**src/rtl/core/hdcfc_pkg.sv**
```systemverilog
// Package for the header-delimited CRC-16 frame checker.
// Holds shared constants, the result status codes, the result record and the CRC byte update.
// No dependencies; every other file of the block imports it.
`default_nettype none

package hdcfc_pkg;

  // Reset values of the start marker bytes.
  localparam logic [7:0] HEADER_FIRST_RST  = 8'h21;
  localparam logic [7:0] HEADER_SECOND_RST = 8'h03;

  // CRC-16/MODBUS, reflected form.
  localparam logic [15:0] CRC_INIT = 16'hFFFF;
  localparam logic [15:0] CRC_POLY = 16'hA001;

  // Frame length limit and the width of the length field.
  localparam int unsigned MAX_FRAME_BYTES = 1024;
  localparam int unsigned COUNT_W         = 11;
  localparam logic [COUNT_W-1:0] MAX_LEN_CODE = COUNT_W'(MAX_FRAME_BYTES % (1 << COUNT_W));
  localparam logic [COUNT_W-1:0] LAST_COUNT   = COUNT_W'(MAX_FRAME_BYTES - 1);
  localparam logic [COUNT_W-1:0] SHORT_LIMIT  = COUNT_W'(2);

  // Configuration register indexes.
  localparam int unsigned CFG_IDX_W = 1;
  localparam logic [CFG_IDX_W-1:0] REG_HEADER_FIRST  = 1'b0;
  localparam logic [CFG_IDX_W-1:0] REG_HEADER_SECOND = 1'b1;

  // Status of a closed frame.
  typedef enum logic [1:0] {
    ST_GOOD  = 2'd0,
    ST_SHORT = 2'd1,
    ST_CRC   = 2'd2,
    ST_LONG  = 2'd3
  } status_t;

  // One result transaction.
  typedef struct packed {
    status_t              status;
    logic [COUNT_W-1:0]   length;
  } result_t;

  // Result queue geometry.
  localparam int unsigned FIFO_DEPTH = 4;
  localparam int unsigned FIFO_AW    = $clog2(FIFO_DEPTH);
  localparam int unsigned FIFO_CW    = $clog2(FIFO_DEPTH + 1);

  // One byte through the reflected CRC: eight shift steps on a 16-bit value.
  function automatic logic [15:0] crc_add_byte(input logic [15:0] crc_in,
                                               input logic [7:0]  data);
    logic [15:0] c;
    c = crc_in ^ {8'h00, data};
    for (int k = 0; k < 8; k++) begin
      if (c[0]) begin
        c = (c >> 1) ^ CRC_POLY;
      end else begin
        c = c >> 1;
      end
    end
    return c;
  endfunction

endpackage

`default_nettype wire

```
**src/rtl/core/hdcfc_out_fifo.sv**
```systemverilog
// Small result queue between the frame logic and the result channel.
// Depends on hdcfc_pkg for the result record and the queue geometry.
`default_nettype none

module hdcfc_out_fifo (
  input  wire logic                            clk,
  input  wire logic                            rst_n,
  input  wire logic                            push,
  input  wire hdcfc_pkg::result_t              push_data,
  input  wire logic                            pop,
  output hdcfc_pkg::result_t                   head,
  output logic                                 not_empty,
  output logic [hdcfc_pkg::FIFO_CW-1:0]        count
);
  import hdcfc_pkg::*;

  result_t              mem [FIFO_DEPTH];
  logic [FIFO_AW-1:0]   wr_ptr_r, wr_ptr_nxt;
  logic [FIFO_AW-1:0]   rd_ptr_r, rd_ptr_nxt;
  logic [FIFO_CW-1:0]   count_r, count_nxt;
  logic                 do_pop;

  assign do_pop    = pop && (count_r != '0);
  assign not_empty = (count_r != '0);
  assign head      = mem[rd_ptr_r];
  assign count     = count_r;

  // Pointer and fill-level update.
  always_comb begin
    wr_ptr_nxt = push   ? wr_ptr_r + 1'b1 : wr_ptr_r;
    rd_ptr_nxt = do_pop ? rd_ptr_r + 1'b1 : rd_ptr_r;
    count_nxt  = count_r;
    if (push && !do_pop) begin
      count_nxt = count_r + 1'b1;
    end else if (!push && do_pop) begin
      count_nxt = count_r - 1'b1;
    end
  end

  always_ff @(posedge clk) begin
    if (!rst_n) begin
      wr_ptr_r <= '0;
      rd_ptr_r <= '0;
      count_r  <= '0;
    end else begin
      wr_ptr_r <= wr_ptr_nxt;
      rd_ptr_r <= rd_ptr_nxt;
      count_r  <= count_nxt;
    end
  end

  // Storage needs no reset; entries are read only after being written.
  always_ff @(posedge clk) begin
    if (push) begin
      mem[wr_ptr_r] <= push_data;
    end
  end

endmodule

`default_nettype wire

```
**config.mk**
```make
export PLATFORM = sky130hd
export DESIGN_NAME = hdcfc_out_fifo
export DESIGN_NICKNAME = d
export VERILOG_FILES = /design/src/rtl/core/hdcfc_pkg.sv /design/src/rtl/core/hdcfc_out_fifo.sv
export SDC_FILE = /design/constraint.sdc
export NUM_CORES = 1
export LEC_CHECK = 0
export BUFFER_PORTS_ARGS = -buffer_cell sky130_fd_sc_hd__buf_2
export CORE_UTILIZATION = 35
export DETAILED_ROUTE_END_ITERATION = 12
export SLEW_MARGIN = 15
export SYNTH_ARGS = -nofsm -noshare
export SYNTH_HDL_FRONTEND = slang
export SYNTH_SLANG_ARGS = --single-unit
```
**constraint.sdc**
```tcl
create_clock -name clk -period 2.35 [get_ports clk]
set_input_delay 0 -clock clk [delete_from_list [all_inputs] [get_ports clk]]
set_output_delay 0 -clock clk [all_outputs]
set_load 0.01 [all_outputs]
```
* After elaboration in Yosys (flattened, before gate mapping)
Memories as Yosys holds them, arrays and structs flattened. A register that Yosys moved wholly into a read port is not among the register bits.
Cells that the tools add are included.
** Word-level totals
- Logic and storage cells :: 21
- Output and inout bits :: 17
- Input bits :: 17
- Bits in writable memories :: 52
- Memories kept :: 1
- Register bits after elaboration :: 7
** Operators by class
- Add/subtract/negate cells :: 4
- Reductions and logical operators :: 7
- Muxes and demuxes :: 6
** Memory list
- mem :: depth 4, bits a word 13, rd ports 1, clocked after Yosys merged registers in 1, write ports 1, line hdcfc_out_fifo.sv:17 : result_t mem [FIFO_DEPTH];
** Operators by type and width (number)
- 3-bit 2-to-1 mux :: 2
- 2-bit by 1-bit adder with 2-bit output, second input constant :: 2
- 2-bit 2-to-1 mux :: 2
- 3-bit by 1-bit adder with 3-bit output, second input constant :: 1
- 1-bit logical AND :: 3
- 3-bit nonzero test :: 1
- 3-bit by 1-bit subtractor with 3-bit output, second input constant :: 1
- 1-bit zero test :: 2
- 1-bit 2-to-1 mux :: 2
- 2-bit nonzero test :: 1

* Logic depth before layout (Yosys ltp)
- Word-level depth :: 5
- Gate-level depth with buffers :: 7
- Mapped depth without buffers :: 7

* Worst setup path after synthesis
Ideal clock, no wire load.
- Path type :: reg2reg
- Start point :: reg count_r[1] (netlist: count[1])
- End point :: reg count_r[2] (netlist: count[2])
- Cell stages (with the launch flop) :: 8
- Arrival :: 1.884 ns
- Setup time :: 0.070 ns
- Path buffers :: 0
- Period minus slack after synthesis :: 1.954 ns
- Data required time :: 2.280 ns
- Path slack :: 0.396 ns
- Cells stage by stage :: dfxtp_1 > o31ai_4 > ha_1 > inv_1 > fa_1 > xor2_1 > or3_1 > a21boi_1
** On the way
- Longest elaborated chain between the ends :: 5
- Elaborated cells between the ends (all ways) :: 10
- Classes of those cells :: add/sub: 2; mux: 2; reduce/logical: 6
** RTL lines
- start: declaration :: line hdcfc_out_fifo.sv:20 : logic [FIFO_CW-1:0] count_r, count_nxt;
- start signal: assignment :: line hdcfc_out_fifo.sv:48 : count_r <= count_nxt;
- parallel branches: the longest is 5 deep, another holds 3-bit by 1-bit subtractor with 3-bit output
Several ways; the timed one is not identified. The select of a mux whose other input is x is not followed.
A chain may end at the register's enable or synchronous reset.

* Worst setup path in the final report
Ends and elaborated chain as after synthesis.

==> summary.md <==
| Metric | Value |
|---|---|
| Chip width | `84.0 um` |
| Total CTS buffers | `9` |
| Power Total | `2740 uW` |
| Worst-margin pin slew | `703 ps` |
| Fin crit share | `0.905` |
| H-Tree Depth | `3` |
| PostCTS Resize Cnt | `0` |
| Endpoint class of the critical path | `register` |
| Mapped Cells | `109` |
| Yosys top cell by area | `edfxtp_1` |
| Seq/Total Area, Yosys | `0.741` |
| Row count | `29` |
| Clk buf depth | `2` |
| Fin crit period | `2130 ps` |
| Clock sink count | `61` |
| Seq pwr share | `0.493` |
| Starting DRT DRC Count | `80` |
| Yosys reg bits | `61` |
| Die area | `7050 um2` |
| Hold_ws | `72.1 ps` |
| CTS root buffer | `clkbuf_8` |
| DRC violation count after routing | `9` |
| Initial Util | `0.366` |
| Post-Route Setup TNS | `0 ps` |
| Pre-CTS WS | `248 ps` |
| RD Place Congestion | `0.741` |
| Insertion delay to the later sink of the worst-skew pair | `320 ps` |
| First-pass GRT wire length | `6.22 mm` |
| Most frequent cells in the layout | `edfxtp_1, buf_2, dlygate4sd3_1, mux4_2` |
| Mapped Area | `2350 um2` |
| RSZ-0062 raised after global routing | `false` |
| Dpl hpwl | `2.48 mm` |
| GR Overflow Total | `0` |
| Initial antenna violation count | `0` |
| PwrDens | `945 nW/um2` |
| Final setup vio count | `0` |
| Max Freq | `0.470 GHz` |
| Via density | `4.77` |
| Layout cell share with drive strength beyond 1 | `0.353` |
| Crit path largest cell delay | `400 ps` |
| FF-to-FF path depth | `7` |
| Final worst slack | `223 ps` |
| Yosys warning count | `0` |
| Logic gate share of total power | `0.240` |
| Sw Ratio | `0.275` |
| Synth area leaders | `edfxtp_1, mux4_2, dfxtp_1` |
| Layout Utilization | `0.451` |
| CP startpoint kind | `register` |
| Vias | `1177` |
| Critical-path top delay cell | `dfxtp_1` |
| Die Ht | `84.0 um` |
| Worst hold endpoint | `wr_ptr_r[1]` |
| Largest net degree at the start of global routing | `14` |
| P_leak | `0.00103 uW` |
| R2R Setup Slk | `220 ps` |
| Switching power total | `753 uW` |
| Worst VDD drop | `0.702 mV` |
| Final hold violations | `0` |
| Post-synth net total | `132` |
| TritonCTS clock tree | `done` |
| Total track usage | `0.125` |
| Hold path cells | `3` |
| CP required | `2610 ps` |
| Pins Over Slew Limit | `0` |
| # IOs | `34` |
| Ordered cell list for the critical path | `o31ai_4, ha_1, inv_1, fa_1, xor2_1, or3_1, a21boi_1` |
| Worst Hold Class | `primary input to register` |
| Vias in the first global route | `1252` |
| Critical path arrival | `2380 ps` |
| Placeable Area | `6420 um2` |
| Violated checks | `design-rule violations` |
| Worst hold start | `push` |
| Remaining antenna violation count after routing | `0` |
| Routed wire per std cell | `15.8 um` |
| Clock network fraction of total power | `0.267` |
| Crit path max fanout | `6` |
| Int Power | `1990 uW` |
| Commonest non-fill, non-tap cell in the layout | `edfxtp_1` |
| Worst relative slew slack | `0.531` |
| Area grow syn2layout | `23.3%` |
| Reg-to-Reg End | `count[2]` |
| Yosys cell types | `19` |
| Max-cap violations | `0` |
| Worst-path clk slew | `60 ps` |
| Final net count | `189` |
| Status | `finished, violations left` |
| TritonRoute pass-1 iters | `8` |
| Syn Area/Cell | `21.6 um2` |
| Area share of the largest cell type after synthesis | `0.664` |
| Total Routed Length | `3.90 mm` |
| Reg-to-Reg Start | `count[1]` |
| Final Skew | `2.53 ps` |
| # diodes | `0` |
| PortBufs | `33` |
| Crit path kind | `register to register` |
## metrics by stage
| stage | area (um2) | std cells |
|---|---|---|
| finish | 2900 | 247 |
| global route | 2900 | 247 |
| CTS | 2900 | 247 |
| detailed placement | 2600 | 218 |
| global placement | 2600 | 218 |
| floorplan | 2350 | 109 |
## worst max-delay path, delay by kind of cell (launching register included)
| family | cells | cell delay, ps |
|---|---|---|
| adders and majority gates | 2 | 610 |
| DFF | 1 | 400 |
| buffers and inverters | 1 | 80 |
| xor gates and xnor gates | 1 | 190 |
| and+or+nand+nor | 1 | 330 |
| AOI/OAI and AO/OA | 2 | 450 |
## registers in the layout (all words and copies together), names as in the netlist, named ones only
register / cells
mem: 52
wr_ptr_r: 2
count: 3
rd_ptr_r: 2
## synth_stat cells
master	number
mux4_1	3
a21boi_1	1
ha_1	5
mux4_2	10
nor2b_1	2
o311ai_2	1
buf_6	1
o21ai_0	1
xnor2_1	3
fa_1	1
buf_2	1
dfxtp_1	9
o31ai_4	1
mux2i_1	2
edfxtp_1	52
or3_1	2
inv_1	3
and2_1	9
xor2_1	2
## area by class of cell
cell class / count / area [um2]
fillers: 543 / 3520
flip-flops and latches: 61 / 1740
multi-input cells: 43 / 582
repair buffers: 48 / 313
clock buffers: 9 / 124
well taps: 77 / 96.3
clock inverters: 6 / 31.3
inverters: 3 / 11.3
## timing repair
item                                    CTS  global route
endpoints found under the hold margin    61             0
setup buffers                             0             0
endpoints found under the setup margin    0             0
hold buffers                             14             0
## per-layer routing
metal / part of all wire / track usage / routed length, um
met1: 0.44 / 0.135 / 1730
met2: 0.50 / 0.213 / 1930
met3: 0.048 / 0.0584 / 187
met4: 0.013 / 0.0470 / 52
met5: 0 / 0 / 0
## kinds of logic (layout without fill, tap and decap cells)
logic type               after synthesis  count (layout)  share of synthesized area
AO/OA/AOI/OAI                          4               4                     0.0213
XOR/XNOR                               5               5                     0.0186
adder cells (fa/ha/maj)                6               6                     0.0351
buffers and inverters                  5              66                     0.0117
flip-flops                            61              61                      0.741
multiplexers                          15              15                      0.138
AND/OR/NAND/NOR                       13              13                     0.0346
## how the worst max path moves through the flow
stage          startpoint  endpoint  slack, ps  depth (start not counted)
6_report         count[1]  count[2]        220                          7
5_1_grt          count[1]  count[2]        140                          7
4_1_cts          count[1]  count[2]        220                          7
3_5_place_dp     count[1]  count[2]        250                          7
3_3_place_gp     count[1]  count[2]        400                          7
2_1_floorplan    count[1]  count[2]        400                          7
## power groups by stage
stage / clock network [uW] / registers [uW] / logic (uW)
3_3_place_gp: 0 / 1360 / 628
6_report: 731 / 1350 / 658
3_5_place_dp: 0 / 1370 / 645
4_1_cts: 759 / 1350 / 669
5_1_grt: 803 / 1360 / 713
2_1_floorplan: 0 / 1360 / 443
No activity file was read; power rests on OpenSTA's default activity.
